File: config.mk
export PLATFORM = sky130hd
export DESIGN_NAME = murmur2_byte_stream_hash_flat
export DESIGN_NICKNAME = d
export VERILOG_FILES = /design/src/rtl/mmh_pkg.sv /design/src/rtl/mmh_req_if.sv /design/src/rtl/mmh_rsp_if.sv /design/src/rtl/murmur2_byte_stream_hash.sv /design/src/rtl/mmh_front.sv /design/src/rtl/mmh_cmd_fifo.sv /design/src/rtl/mmh_back.sv /design/src/flat_wrapper.sv
export VERILOG_INCLUDE_DIRS = /design/src /design/src/rtl
export SDC_FILE = /design/constraint.sdc
export NUM_CORES = 1
export LEC_CHECK = 0
export BUFFER_PORTS_ARGS = -buffer_cell sky130_fd_sc_hd__buf_2
export CAP_MARGIN = 5
export CELL_PAD_IN_SITES_DETAIL_PLACEMENT = 0
export CELL_PAD_IN_SITES_GLOBAL_PLACEMENT = 2
export CORE_UTILIZATION = 40
export CTS_CLUSTER_DIAMETER = 100
export DETAILED_ROUTE_END_ITERATION = 12
export PLACE_DENSITY = 0.81
export RECOVER_POWER = 25
export SKIP_LAST_GASP = 1
export SYNTH_ARGS = -nofsm -noshare
export SYNTH_HDL_FRONTEND = slang
export SYNTH_SLANG_ARGS = --single-unit
File: constraint.sdc
create_clock -name clock -period 8.96 [get_ports clock]
set_input_delay 2.24 -clock clock [delete_from_list [all_inputs] [get_ports clock]]
set_output_delay 2.24 -clock clock [all_outputs]
set_load 0.01 [all_outputs]
File: src/rtl/murmur2_byte_stream_hash_assert.svh
// Assertion macros shared by the hash block.
`ifndef MURMUR2_BYTE_STREAM_HASH_ASSERT_SVH
`define MURMUR2_BYTE_STREAM_HASH_ASSERT_SVH

`ifndef SYNTHESIS

// Same-cycle implication, checked at every rising edge outside reset
`define MMH_ASSERT_IMPLY(name, clk, rst, ante, cons) \
   name: assert property (@(posedge clk) disable iff (rst) (ante) |-> (cons)) \
      else $error("mmh: implication check failed");

// Next-cycle implication, checked through reset as well
`define MMH_ASSERT_NEXT(name, clk, ante, cons) \
   name: assert property (@(posedge clk) (ante) |=> (cons)) \
      else $error("mmh: next-cycle check failed");

`else

`define MMH_ASSERT_IMPLY(name, clk, rst, ante, cons)
`define MMH_ASSERT_NEXT(name, clk, ante, cons)

`endif

`endif

File: src/rtl/mmh_pkg.sv
`default_nettype none

package mmh_pkg;

   // Mixing constants
   localparam logic [31:0] MIX_MULT          = 32'h5bd1e995;
   localparam logic [31:0] HASH_SEED         = 32'h0000_0000;
   localparam int          WORD_SHIFT        = 24;
   localparam int          FINAL_SHIFT_A     = 13;
   localparam int          FINAL_SHIFT_B     = 15;

   // Longest message whose length enters the seed unchanged
   localparam logic [31:0] MAX_MESSAGE_BYTES = 32'd65535;

   // Depth of the command queue between front and back
   localparam int          CMD_DEPTH         = 2;

   // One command from the front to the back
   typedef struct packed {
      logic        load_seed;   // first item of a message: reload hash
      logic [15:0] seed_len;    // saturated message length
      logic        has_word;    // a full word is to be mixed in
      logic [31:0] word;        // little-endian word
      logic        is_last;     // finish the message after the word
      logic        has_tail;    // 1 to 3 tail bytes pending
      logic [23:0] tail;        // tail bytes, little-endian
   } mmh_cmd_type;

endpackage

`default_nettype wire

File: src/rtl/mmh_req_if.sv
`default_nettype none

// Byte channel into the hash block
interface mmh_req_if;
   logic        valid;
   logic        ready;
   logic [7:0]  data_byte;
   logic [15:0] message_length;
   logic        last_byte;

   modport source (output valid, output data_byte, output message_length,
                   output last_byte, input ready);
   modport sink   (input valid, input data_byte, input message_length,
                   input last_byte, output ready);
endinterface

`default_nettype wire

File: src/rtl/mmh_rsp_if.sv
`default_nettype none

// Result channel out of the hash block
interface mmh_rsp_if;
   logic        valid;
   logic        ready;
   logic [31:0] hash_value;

   modport source (output valid, output hash_value, input ready);
   modport sink   (input valid, input hash_value, output ready);
endinterface

`default_nettype wire

File: src/rtl/murmur2_byte_stream_hash.sv
`default_nettype none
// Channel   Dir   Word                                          Handshake
// req_ch    in    data_byte, message_length, last_byte          valid/ready
// rsp_ch    out   hash_value (one per message)                  valid/ready
//
// The front takes one byte word per cycle while the command queue has room.
// The back pops a command only from idle; each full word then takes two key
// multiplies and one hash multiply, and the end of a message takes tail (if any),
// avalanche and output steps; one shared multiplier sets the pace of these steps.
// Reset is synchronous and empties the queue, the sequencer and the result.
// A stalled result holds in its output register; the front takes bytes until the queue fills.

`include "murmur2_byte_stream_hash_assert.svh"

module murmur2_byte_stream_hash
   import mmh_pkg::*;
#(
   parameter int CMD_QUEUE_DEPTH = CMD_DEPTH
) (
   input  wire logic clock,
   input  wire logic reset,
   mmh_req_if.sink   req_ch,
   mmh_rsp_if.source rsp_ch
);

   logic         q_push;
   logic         q_pop;
   logic         q_full;
   logic         q_empty;
   mmh_cmd_type  push_cmd;
   mmh_cmd_type  pop_cmd;

   // Byte gathering and message framing
   mmh_front u_front (
      .clock  (clock),
      .reset  (reset),
      .req_ch (req_ch),
      .q_full (q_full),
      .q_push (q_push),
      .q_cmd  (push_cmd)
   );

   // Command queue
   mmh_cmd_fifo #(
      .DEPTH (CMD_QUEUE_DEPTH)
   ) u_fifo (
      .clock    (clock),
      .reset    (reset),
      .push     (q_push),
      .push_cmd (push_cmd),
      .pop      (q_pop),
      .pop_cmd  (pop_cmd),
      .full     (q_full),
      .empty    (q_empty)
   );

   // Mixing and finishing
   mmh_back u_back (
      .clock   (clock),
      .reset   (reset),
      .q_empty (q_empty),
      .q_cmd   (pop_cmd),
      .q_pop   (q_pop),
      .rsp_ch  (rsp_ch)
   );

   // Checks
   `MMH_ASSERT_IMPLY(a_no_push_full, clock, reset, q_push, !q_full)
   `MMH_ASSERT_IMPLY(a_no_pop_empty, clock, reset, q_pop, !q_empty)
   `MMH_ASSERT_NEXT(a_reset_clears, clock, reset, q_empty && !rsp_ch.valid)

endmodule

`default_nettype wire

File: src/rtl/mmh_front.sv
`default_nettype none

module mmh_front
   import mmh_pkg::*;
(
   input  wire logic    clock,
   input  wire logic    reset,
   mmh_req_if.sink      req_ch,
   input  wire logic    q_full,
   output logic         q_push,
   output mmh_cmd_type  q_cmd
);

   logic        inside_ff, inside_in;
   logic [23:0] gather_ff, gather_in;
   logic [1:0]  pos_ff, pos_in;

   logic        accept;
   logic        start;
   logic        skip;
   logic [15:0] seed_len;
   logic [23:0] gath_cur;
   logic [1:0]  pos_cur;

   assign req_ch.ready = !q_full;
   assign accept       = req_ch.valid && req_ch.ready;

   // Saturate the length and spot the empty message
   always_comb begin
      start = !inside_ff;
      if ({16'b0, req_ch.message_length} > MAX_MESSAGE_BYTES) begin
         seed_len = MAX_MESSAGE_BYTES[15:0];
      end else begin
         seed_len = req_ch.message_length;
      end
      skip     = start && (req_ch.message_length == 16'd0) && req_ch.last_byte;
      gath_cur = start ? 24'd0 : gather_ff;
      pos_cur  = start ? 2'd0 : pos_ff;
   end

   // Gather bytes and build the command
   always_comb begin
      gather_in        = gath_cur;
      pos_in           = pos_cur;
      q_cmd.load_seed  = start;
      q_cmd.seed_len   = seed_len;
      q_cmd.has_word   = 1'b0;
      q_cmd.word       = {req_ch.data_byte, gath_cur};
      q_cmd.is_last    = req_ch.last_byte;
      if (!skip) begin
         unique case (pos_cur)
            2'd0: begin
               gather_in = {16'd0, req_ch.data_byte};
               pos_in    = 2'd1;
            end
            2'd1: begin
               gather_in = {8'd0, req_ch.data_byte, gath_cur[7:0]};
               pos_in    = 2'd2;
            end
            2'd2: begin
               gather_in = {req_ch.data_byte, gath_cur[15:0]};
               pos_in    = 2'd3;
            end
            default: begin
               q_cmd.has_word = 1'b1;
               gather_in      = 24'd0;
               pos_in         = 2'd0;
            end
         endcase
      end
      q_cmd.has_tail = (pos_in != 2'd0);
      q_cmd.tail     = gather_in;
      q_push         = accept && (start || q_cmd.has_word || req_ch.last_byte);
   end

   // Message state
   always_ff @(posedge clock) begin
      if (reset) begin
         inside_ff <= 1'b0;
         gather_ff <= '0;
         pos_ff    <= '0;
      end else if (accept) begin
         if (req_ch.last_byte) begin
            inside_ff <= 1'b0;
            gather_ff <= '0;
            pos_ff    <= '0;
         end else begin
            inside_ff <= 1'b1;
            gather_ff <= gather_in;
            pos_ff    <= pos_in;
         end
      end
   end

endmodule

`default_nettype wire

File: src/rtl/mmh_cmd_fifo.sv
`default_nettype none

module mmh_cmd_fifo
   import mmh_pkg::*;
#(
   parameter int DEPTH = CMD_DEPTH
) (
   input  wire logic         clock,
   input  wire logic         reset,
   input  wire logic         push,
   input  wire mmh_cmd_type  push_cmd,
   input  wire logic         pop,
   output mmh_cmd_type       pop_cmd,
   output logic              full,
   output logic              empty
);

   localparam int PTR_W = (DEPTH > 1) ? $clog2(DEPTH) : 1;
   localparam int CNT_W = $clog2(DEPTH + 1);
   localparam logic [PTR_W-1:0] LAST_PTR = PTR_W'(DEPTH - 1);
   localparam logic [CNT_W-1:0] FULL_CNT = CNT_W'(DEPTH);

   mmh_cmd_type             slot_ff [DEPTH];
   logic [PTR_W-1:0]        wr_ff, rd_ff;
   logic [CNT_W-1:0]        cnt_ff;

   assign full    = (cnt_ff == FULL_CNT);
   assign empty   = (cnt_ff == '0);
   assign pop_cmd = slot_ff[rd_ff];

   // Pointers and level
   always_ff @(posedge clock) begin
      if (reset) begin
         wr_ff  <= '0;
         rd_ff  <= '0;
         cnt_ff <= '0;
      end else begin
         if (push) begin
            wr_ff <= (wr_ff == LAST_PTR) ? '0 : wr_ff + 1'b1;
         end
         if (pop) begin
            rd_ff <= (rd_ff == LAST_PTR) ? '0 : rd_ff + 1'b1;
         end
         if (push && !pop) begin
            cnt_ff <= cnt_ff + 1'b1;
         end else if (pop && !push) begin
            cnt_ff <= cnt_ff - 1'b1;
         end
      end
   end

   // Storage
   always_ff @(posedge clock) begin
      if (push) begin
         slot_ff[wr_ff] <= push_cmd;
      end
   end

endmodule

`default_nettype wire

File: src/rtl/mmh_back.sv
`default_nettype none

module mmh_back
   import mmh_pkg::*;
(
   input  wire logic         clock,
   input  wire logic         reset,
   input  wire logic         q_empty,
   input  wire mmh_cmd_type  q_cmd,
   output logic              q_pop,
   mmh_rsp_if.source         rsp_ch
);

   typedef enum logic [2:0] {
      ST_IDLE,
      ST_KMUL1,
      ST_KMUL2,
      ST_HMIX,
      ST_TAIL,
      ST_FMIX,
      ST_EMIT
   } state_type;

   state_type    state_ff, state_in;
   mmh_cmd_type  cmd_ff, cmd_in;
   logic [31:0]  h_ff, h_in;
   logic [31:0]  k_ff, k_in;
   logic         rsp_valid_ff, rsp_valid_in;
   logic [31:0]  rsp_hash_ff, rsp_hash_in;

   logic [31:0]  mul_a;
   logic [31:0]  mul_p;

   assign rsp_ch.valid      = rsp_valid_ff;
   assign rsp_ch.hash_value = rsp_hash_ff;

   // Shared constant multiplier, one product per cycle
   assign mul_p = mul_a * MIX_MULT;

   // Sequencer
   always_comb begin
      state_in     = state_ff;
      cmd_in       = cmd_ff;
      h_in         = h_ff;
      k_in         = k_ff;
      rsp_valid_in = rsp_valid_ff && !rsp_ch.ready;
      rsp_hash_in  = rsp_hash_ff;
      q_pop        = 1'b0;
      mul_a        = h_ff;
      unique case (state_ff)
         ST_IDLE: begin
            if (!q_empty) begin
               q_pop  = 1'b1;
               cmd_in = q_cmd;
               if (q_cmd.load_seed) begin
                  h_in = HASH_SEED ^ {16'd0, q_cmd.seed_len};
               end
               if (q_cmd.has_word) begin
                  state_in = ST_KMUL1;
               end else if (q_cmd.is_last) begin
                  state_in = q_cmd.has_tail ? ST_TAIL : ST_FMIX;
               end
            end
         end
         ST_KMUL1: begin
            mul_a    = cmd_ff.word;
            k_in     = mul_p;
            state_in = ST_KMUL2;
         end
         ST_KMUL2: begin
            mul_a    = k_ff ^ (k_ff >> WORD_SHIFT);
            k_in     = mul_p;
            state_in = ST_HMIX;
         end
         ST_HMIX: begin
            mul_a = h_ff;
            h_in  = mul_p ^ k_ff;
            if (cmd_ff.is_last) begin
               state_in = cmd_ff.has_tail ? ST_TAIL : ST_FMIX;
            end else begin
               state_in = ST_IDLE;
            end
         end
         ST_TAIL: begin
            mul_a    = h_ff ^ {8'd0, cmd_ff.tail};
            h_in     = mul_p;
            state_in = ST_FMIX;
         end
         ST_FMIX: begin
            mul_a    = h_ff ^ (h_ff >> FINAL_SHIFT_A);
            h_in     = mul_p;
            state_in = ST_EMIT;
         end
         ST_EMIT: begin
            // wait for the output register to free up
            if (!rsp_valid_ff || rsp_ch.ready) begin
               rsp_valid_in = 1'b1;
               rsp_hash_in  = h_ff ^ (h_ff >> FINAL_SHIFT_B);
               state_in     = ST_IDLE;
            end
         end
         default: begin
            state_in = ST_IDLE;
         end
      endcase
   end

   // State and registered outputs
   always_ff @(posedge clock) begin
      if (reset) begin
         state_ff     <= ST_IDLE;
         rsp_valid_ff <= 1'b0;
      end else begin
         state_ff     <= state_in;
         rsp_valid_ff <= rsp_valid_in;
      end
      cmd_ff      <= cmd_in;
      h_ff        <= h_in;
      k_ff        <= k_in;
      rsp_hash_ff <= rsp_hash_in;
   end

endmodule

`default_nettype wire
File: src/flat_wrapper.sv
// flat-port wrapper written by rule: the top's interface ports become plain ports
module murmur2_byte_stream_hash_flat import mmh_pkg::*;
#(
   parameter int CMD_QUEUE_DEPTH = CMD_DEPTH
)
  (clock, reset, req_ch_valid, req_ch_data_byte, req_ch_message_length, req_ch_last_byte, req_ch_ready, rsp_ch_valid, rsp_ch_hash_value, rsp_ch_ready);
  mmh_req_if req_ch_i ();
  mmh_rsp_if rsp_ch_i ();
  input  wire logic clock;
  input  wire logic reset;
  input wire logic [$bits(req_ch_i.valid)-1:0] req_ch_valid;
  input wire logic [$bits(req_ch_i.data_byte)-1:0] req_ch_data_byte;
  input wire logic [$bits(req_ch_i.message_length)-1:0] req_ch_message_length;
  input wire logic [$bits(req_ch_i.last_byte)-1:0] req_ch_last_byte;
  output wire logic [$bits(req_ch_i.ready)-1:0] req_ch_ready;
  output wire logic [$bits(rsp_ch_i.valid)-1:0] rsp_ch_valid;
  output wire logic [$bits(rsp_ch_i.hash_value)-1:0] rsp_ch_hash_value;
  input wire logic [$bits(rsp_ch_i.ready)-1:0] rsp_ch_ready;
  assign req_ch_i.valid = req_ch_valid;
  assign req_ch_i.data_byte = req_ch_data_byte;
  assign req_ch_i.message_length = req_ch_message_length;
  assign req_ch_i.last_byte = req_ch_last_byte;
  assign req_ch_ready = req_ch_i.ready;
  assign rsp_ch_valid = rsp_ch_i.valid;
  assign rsp_ch_hash_value = rsp_ch_i.hash_value;
  assign rsp_ch_i.ready = rsp_ch_ready;
  murmur2_byte_stream_hash #(.CMD_QUEUE_DEPTH(CMD_QUEUE_DEPTH)) u_core (.clock(clock), .reset(reset), .req_ch(req_ch_i), .rsp_ch(rsp_ch_i));
endmodule
==> summary by stage, run 1 <==
Run status
The run finished, with violations left. The final reports fail on capacitance limit, slew limit.

Die
The core region is 57920 um2. Once the floorplan was initialized, standard cells occupied 40.62% of the core. Measured along the x axis, the die boundary spans 244.5 um. In this run the count of I/O pins placed on the die edge is 63.

The area of the die is 59780 um2. The die is 244.5 um tall. The number of placement rows is 88.

Synthesis
Counting flops with an async set or reset pin after synthesis yields a share of 0%. By area the synthesized netlist is led by edfxtp_1 (39%), fa_1 (15%), ha_1 (12%). After synthesis the cells add up to 23520 um2.

The largest total area in the synthesized netlist belongs to edfxtp_1. The area fraction of the dominant cell type after synthesis is 39.06%. The Yosys step of the flow raised 0 warnings. Synthesis produced a netlist with a net count of 2422.

After synthesis, flip-flops and latches occupy 42.13% of the total area. The cell count after synthesis is 1990. Yosys mapped a number of flops with a built-in enable equal to 306. The dominant synthesized flop cell is edfxtp_1. The number of synthesized register bits is 342. By count the netlist is led by inv_1 (369), edfxtp_1 (306), ha_1 (222). The most used standard cell by instance count after synthesis is inv_1. Dividing the synthesized area by the synthesized cell count gives 11.82 um2. Synthesis instantiated 74 different standard cells from the library.

Clocking
The deepest level of the CTS H-tree is 2. The number of clock sinks seen by CTS is 342. Buffers added to address setup during post-CTS repair amount to 0. Clock tree synthesis selected as its root buffer the cell clkbuf_16. Clock-pin slew was measured on the worst setup and hold paths at 60 ps. No sink is reached through more buffers than the 3 on the longest clock path.

The clock latency of the later-clocked register in the worst-skew pair is 530 ps. The number of buffers added by the clock tree synthesis step is 36. TritonCTS built the clock tree.

Placed design
The HPWL after detailed placement is 49390 um. Input and output buffers added on the ports amount to 62. After detailed placement, the total cell area comes to 24970 um2. The number of placed instances, taps included is 2802. The weighted congestion at the end of routability-driven global placement is 0.9176.

Setup path
The number of buffers and inverters on the critical path is 7. The data required time of the worst path is 9210 ps. The kind of critical path is reg -> reg. The maximum net fanout on the critical path is 9. Among all stages on the critical path, the largest delay is contributed by nor3_2. The largest incremental delay on the critical path is 590 ps. The category of the worst setup path capture point is a register. The arrival time of data at the critical path endpoint is 8740 ps.

Counting stages on the worst path, the most repeated cell is fa_1. The critical path launch point type is a register. Among cell families on the critical path, the largest total delay comes from adder cells.

Drt
The total vias in the final route is 15.13k. The routed length on met3 is 2765 um. The detailed router finished its first iteration with 1250 violations. The number of optimization iterations in the first detailed-route pass is 6.

For this block, the routed nets add up to 64050 um of wire. The wire length per cell is 22.33 um. The post-detailed-route DRC marker count is 0. In the routed layout, each cell is associated on average with a via count of 5.275. The antenna violation net count after detailed routing is 0.

The detailed router put a total of 28910 um of wire on met1. The highest metal layer with signal wires is met4. The met2 routed wirelength is 30370 um.

STA
The number of hold-slack violations in the final timing report is 0. The number of setup violations in the final report is 0. The setup total negative slack is 0 ps.

The tightest slew margin relative to the limit is -120.1%. The shortest period the worst path allows is 8487 ps. Clock skew on the completed layout was measured at 16.79 ps.

For this run, the top clock speed supported by timing is 117.8 MHz. Setup repair after global routing left no endpoint under its margin. The number of max-slew violations in the final report is 54. The share of the clock period used by the worst path after layout is 94.72%. The slew at the pin closest to its max-slew limit is 3302 ps.

Cells and area
The count of cells in the finished layout, fillers not included, comes to 2868. After routing the design area is 26210 um2. At the end of the flow, the number of nets in the layout was 2507. From synthesis to final layout, the design area changed by 11.41%. The total of fill cells in the finished design is 5439. In the final layout, the share of cells above drive strength 1 is 11.75%.

The number of antenna cells inserted is 0.

Job
Max-cap violations in this run came to 1.

GRT
The global-route wire length before repair is 96690 um. After global routing the overflow that remains totals 0. Entering global routing, the biggest net connects 77 pins.

The number of global-route vias before repair came to 15.64k. The number of antenna violations at the first check in global routing is 0. Global routing used 21.67% of the available tracks.

Hold path
The class of the most critical hold timing path is reg -> reg.
[state kept, by name, summed over array words and instances, names as in the netlist, 2 cells and up, named ones only]
signal and cells:
u_core.u_fifo.slot_ff 152, u_core.u_front.pos_ff 2, u_core.u_back.rsp_ch.hash_value 32, u_core.u_front.gather_ff 24, u_core.u_back.cmd_ff 58, u_core.u_back.k_ff 32
u_core.u_fifo.cnt_ff 2, u_core.u_back.state_ff 3, u_core.u_back.h_ff 32
[worst reg2reg max path: stages, from the launching register on]
cell,delay (ps)
dfxtp_2,400
inv_4,90
nor3_2,590
buf_4,300
a22o_1,160
or3_1,450
buf_4,270
fa_1,470
fa_1,550
inv_1,50
fa_1,580
inv_1,60
fa_1,580
fa_1,470
fa_1,460
fa_1,490
inv_1,80
fa_1,500
inv_1,60
ha_1,320
and3_1,230
o31ai_1,90
a31oi_1,230
xnor3_1,490
xor2_1,150
o22ai_1,90
[final timing paths]
| check | from | end | slack, ps | cells past startpoint |
|---|---|---|---|---|
| min | u_core.u_front.gather_ff[16]$_SDFFE_PP0P_ | u_core.u_front.gather_ff[16]$_SDFFE_PP0P_ | 450 | 2 |
| max | u_core.u_back.state_ff[0]$_SDFFE_PP0P_ | u_core.u_back.h_ff[31]$_DFFE_PP_ | 470 | 25 |
| min reg2reg | u_core.u_front.gather_ff[16]$_SDFFE_PP0P_ | u_core.u_front.gather_ff[16]$_SDFFE_PP0P_ | 450 | 2 |
| max reg2reg | u_core.u_back.state_ff[0]$_SDFFE_PP0P_ | u_core.u_back.h_ff[31]$_DFFE_PP_ | 470 | 25 |
[logic make-up after synthesis]
kind of cell | count (synthesis) | share of synthesized area, %
flip-flops | 342 | 42.13
buffers and inverters | 440 | 7.196
AND/OR/NAND/NOR | 323 | 6.888
multiplexers | 90 | 4.186
AO/OA/AOI/OAI | 302 | 8.952
adder cells (fa/ha/maj) | 403 | 27.21
XOR/XNOR | 90 | 3.441
[stage by stage]
step	setup WS (ps)	util, %	hold slack (ps)
after floorplan	243.1	-	427.3
after global placement	531.9	43.11	434.8
final	472.7	45.25	448.0
after global routing	7.469	45.25	486.1
after detailed placement	452.9	43.11	440.7
after CTS	425.8	45.30	449.2
[cell usage in the layout (no fill, tap or decap), types with 32 or more instances in the layout]
cell type  count
nor2_1        79
nand2_1       81
mux2_2        52
a22oi_1       52
buf_2         49
o21ai_0       45
edfxtp_1     306
nor2b_1       32
xor2_1        40
inv_1        368
fa_1         181
a21oi_1       81
buf_4         48
xnor2_1       48
clkbuf_16     37
dfxtp_1       33
ha_1         222
[repair_timing]
action                                  in CTS  in global routing
resized for setup                            0                  3
hold buffers                                 0                  0
endpoints found under the setup margin       0                  1
[area by class of cell]
type	count	area, um2	area share, %
Multi-Input combinational cell	1208	11980	45.72
Sequential cell	342	9913	37.83
Inverter	371	1395	5.323
Tap cell	765	957.2	3.652
Clock buffer	42	954.7	3.643
Timing Repair Buffer	116	693.2	2.645
Clock inverter	24	312.8	1.194
[layer usage]
layer,GRT usage [%],vias up
met3,1.811,89
met1,30.12,7661
met2,35.98,421
met5,0,-
met4,6.563,0
li1,-,6957
Power of run 1 is not shown: default switching activity piles up to over one toggle a cycle in this logic, so the estimate is an artifact.
==> inputs of run 2 (changes only) <==
--- a/config.mk
+++ b/config.mk
@@ -15,6 +15,7 @@
 export DETAILED_ROUTE_END_ITERATION = 12
 export PLACE_DENSITY = 0.81
 export RECOVER_POWER = 25
+export REMOVE_ABC_BUFFERS = 1
 export SKIP_LAST_GASP = 1
 export SYNTH_ARGS = -nofsm -noshare
 export SYNTH_HDL_FRONTEND = slang
==> run 2 against run 1 <==
Net effect:
- the flow still finishes with violations (capacitance limit, slew limit)
- cell count shrank 0.24%
- sequential cell count is the same
- routed wire length shrank 3.4%
- critical path type unchanged
==> summary by stage, run 2 (synthesis gave the netlist of run 1 again) <==
Run status
The run finished, with violations left. The checks that failed: capacitance limit, slew limit.

Setup path
The arrival time of data at the critical path endpoint is 8890 ps (+150 ps). The endpoint identified for the worst register-to-register timing path is u_core.u_back.h_ff[31]$_DFFE_PP_. The worst setup path is launched from a register.

The worst-case register-to-register setup slack is 330 ps (-140 ps). The kind of critical path is reg -> reg. The worst-case reg-to-reg path depth is 28 (+12%). The category of the worst setup path capture point is a register. The cell with the most instances on the worst path is fa_1. The largest incremental delay on the critical path is 630 ps (+40 ps).

The maximum net fanout on the critical path is 17 (+8). The data required time of the worst path is 9230 ps (+20 ps). The worst register-to-register path begins at u_core.u_back.state_ff[0]$_SDFFE_PP0P_. Among all stages on the critical path, the largest delay is contributed by dfxtp_2.

Job
The number of max-cap violations is 2 (+1).

GRT
The leftover overflow at the end of global routing is 0 (unchanged). The aggregate global-route resource usage is 21.10% (-0.57 points). The global-route wire length before repair came to 94710 um (-2.0%). The maximum number of pins on one net before global-route repair came to 77 (unchanged). The number of antenna violations at the first check in global routing is 0 (unchanged). The number of global-route vias before repair was 15.35k (-1.8%).

Die
The total core area was 57920 um2 (unchanged). The overall die width is 244.5 um (unchanged). The area of the die is 59780 um2 (unchanged).

The number of placement rows is 88 (unchanged). The overall die height was 244.5 um (unchanged). The top-level I/O count is 63 (unchanged). The starting density of the core was 40.62% (unchanged).

Clocking
TritonCTS built the clock tree. Clock tree synthesis selected as its root buffer the cell clkbuf_16. The clock input transition at the sequential cells of the worst setup and hold paths is 70 ps (about the same). The number of clock sinks seen by CTS is 342 (unchanged). The largest buffer count on any clock path is 3 (unchanged). The cts-stage hold buffer count was 0 (unchanged). The number of buffers added by the clock tree synthesis step is 34 (-5.6%). The deepest level of the CTS H-tree is 2 (unchanged). The clock latency of the later-clocked register in the worst-skew pair was 540 ps (about the same).

Drt
The via-per-instance ratio came to 5.190 (-1.6%). The number of optimization iterations in the first detailed-route pass is 5 (-1). The final wirelength is 61840 um (-3.4%). The wire length per cell is 21.61 um (-3.2%). The first-iteration detailed-routing DRC count came to 897 (-28%). The total vias in the final route came to 14.85k (-1.8%).

The antenna violation net count after detailed routing came to 0 (unchanged). The post-detailed-route DRC marker count was 0 (unchanged).

STA
The tightest slew margin relative to the limit is -85.78% (+34 points). The number of max-slew violations in the final report was 80 (+48%). The final setup skew is 33.45 ps (+16.66 ps). The achievable clock frequency was 115.9 MHz (-1.6%). The share of the clock period used by the worst path after layout was 96.27% (+1.5 points). Setup repair after global routing could not meet its margin everywhere.

The shortest period the worst path allows is 8626 ps (+138.4 ps). The slew at the pin closest to its max-slew limit is 2787 ps (-515.4 ps). The number of setup violations in the final report is 0 (unchanged). The number of hold-slack violations in the final timing report was 0 (unchanged). The worst hold slack is 447.5 ps (-0.5160 ps).

Hold path
For hold timing, the worst endpoint is u_core.u_front.gather_ff[21]$_SDFFE_PP0P_. The number of cells traversed by the worst hold path was 2 (unchanged). The launch point of the worst hold path is u_core.u_front.gather_ff[21]$_SDFFE_PP0P_. The worst hold path belongs to the class reg -> reg.

Placed design
The HPWL after detailed placement is 47810 um (-3.2%). The total of buffers placed on input and output ports is 62 (unchanged). The weighted congestion at the end of routability-driven global placement was 0.8975 (-2.2%). The number of placed instances, taps included is 2801 (-0.036%).

Cells and area
The count of non-filler cells in the finished layout is 2861 (-0.24%). The number of antenna cells inserted is 0 (unchanged). Leaving out fill and tap cells, the most frequent cells in the layout are inv_1 (368), edfxtp_1 (306), ha_1 (222). The register name with the most flops is u_core.u_fifo.slot_ff. The total of fill cells in the finished design is 5409 (-0.55%). The flip-flop count of the largest register after layout is 152 (unchanged). The final core utilization is 44.87% (-0.38 points). The area growth from synthesis to layout is 10.48%. The count of nets after finishing is 2504 (-0.12%). In the final layout, the registers with the most flip-flops are u_core.u_fifo.slot_ff: 152 flops, u_core.u_back.cmd_ff: 58 flops. The proportion of layout cells with a drive suffix above 1 is 10.78% (-0.96 points). The most common cell after layout, fill and taps aside is inv_1.
## run 2: per-stage QoR
stage / instance area, um2 / TNS (ps) / worst slack, ps
3_5_place_dp: 24980 / 0 / 381.6
6_report: 25990 / 0 / 334.3
4_1_cts: 26020 / 0 / 331.1
5_1_grt: 25990 / -121.3 / -121.3
2_1_floorplan: 23230 / -14010 / -870.8
3_3_place_gp: 24980 / 0 / 546.6
## run 2: cell type report
cell class	count	area, um2	share of cell area (%)
Multi-Input combinational cell	1208	11980	46.10
Sequential cell	342	9913	38.14
Inverter	371	1395	5.368
Tap cell	765	957.2	3.683
Clock buffer	49	947.2	3.644
Timing Repair Buffer	115	701.9	2.701
Clock inverter	11	93.84	0.3611
## run 2: layer usage
| layer | vias to the layer above | GRT usage (%) | part of all wire, % |
|---|---|---|---|
| li1 | 6952 | - | - |
| met4 | 0 | 6.820 | 3.1 |
| met5 | - | 0 | 0 |
| met3 | 81 | 1.602 | 3.1 |
| met1 | 7479 | 29.09 | 46 |
| met2 | 338 | 35.26 | 48 |
## run 2: how the worst max path moves through the flow
stage	start	to	cells after the start
floorplan	u_core.u_back.state_ff[2]$_SDFFE_PP0P_	u_core.u_back.h_ff[31]$_DFFE_PP_	24
global placement	u_core.u_back.state_ff[0]$_SDFFE_PP0P_	u_core.u_back.h_ff[31]$_DFFE_PP_	27
detailed placement	u_core.u_back.state_ff[0]$_SDFFE_PP0P_	u_core.u_back.h_ff[31]$_DFFE_PP_	27
CTS	u_core.u_back.state_ff[0]$_SDFFE_PP0P_	u_core.u_back.h_ff[31]$_DFFE_PP_	28
global route	u_core.u_back.state_ff[0]$_SDFFE_PP0P_	u_core.u_back.h_ff[31]$_DFFE_PP_	28
finish	u_core.u_back.state_ff[0]$_SDFFE_PP0P_	u_core.u_back.h_ff[31]$_DFFE_PP_	28
## run 2: critical path: cells and delay by family, from the launching register on
family,cells,cell delay [ps]
xor+xnor,2,650
flops,1,630
fa+ha+maj,9,4060
simple gates,6,1430
compound gates,5,1150
buf+inv,6,410
## run 2: repair_timing
| action | in CTS | in global routing |
|---|---|---|
| endpoints found under the setup margin | 0 | 3 |
| setup buffers | 0 | 0 |
| gates resized for setup | 0 | 2 |
| endpoints found under the hold margin | 0 | 0 |
Power of run 2 is left out for the same reason.
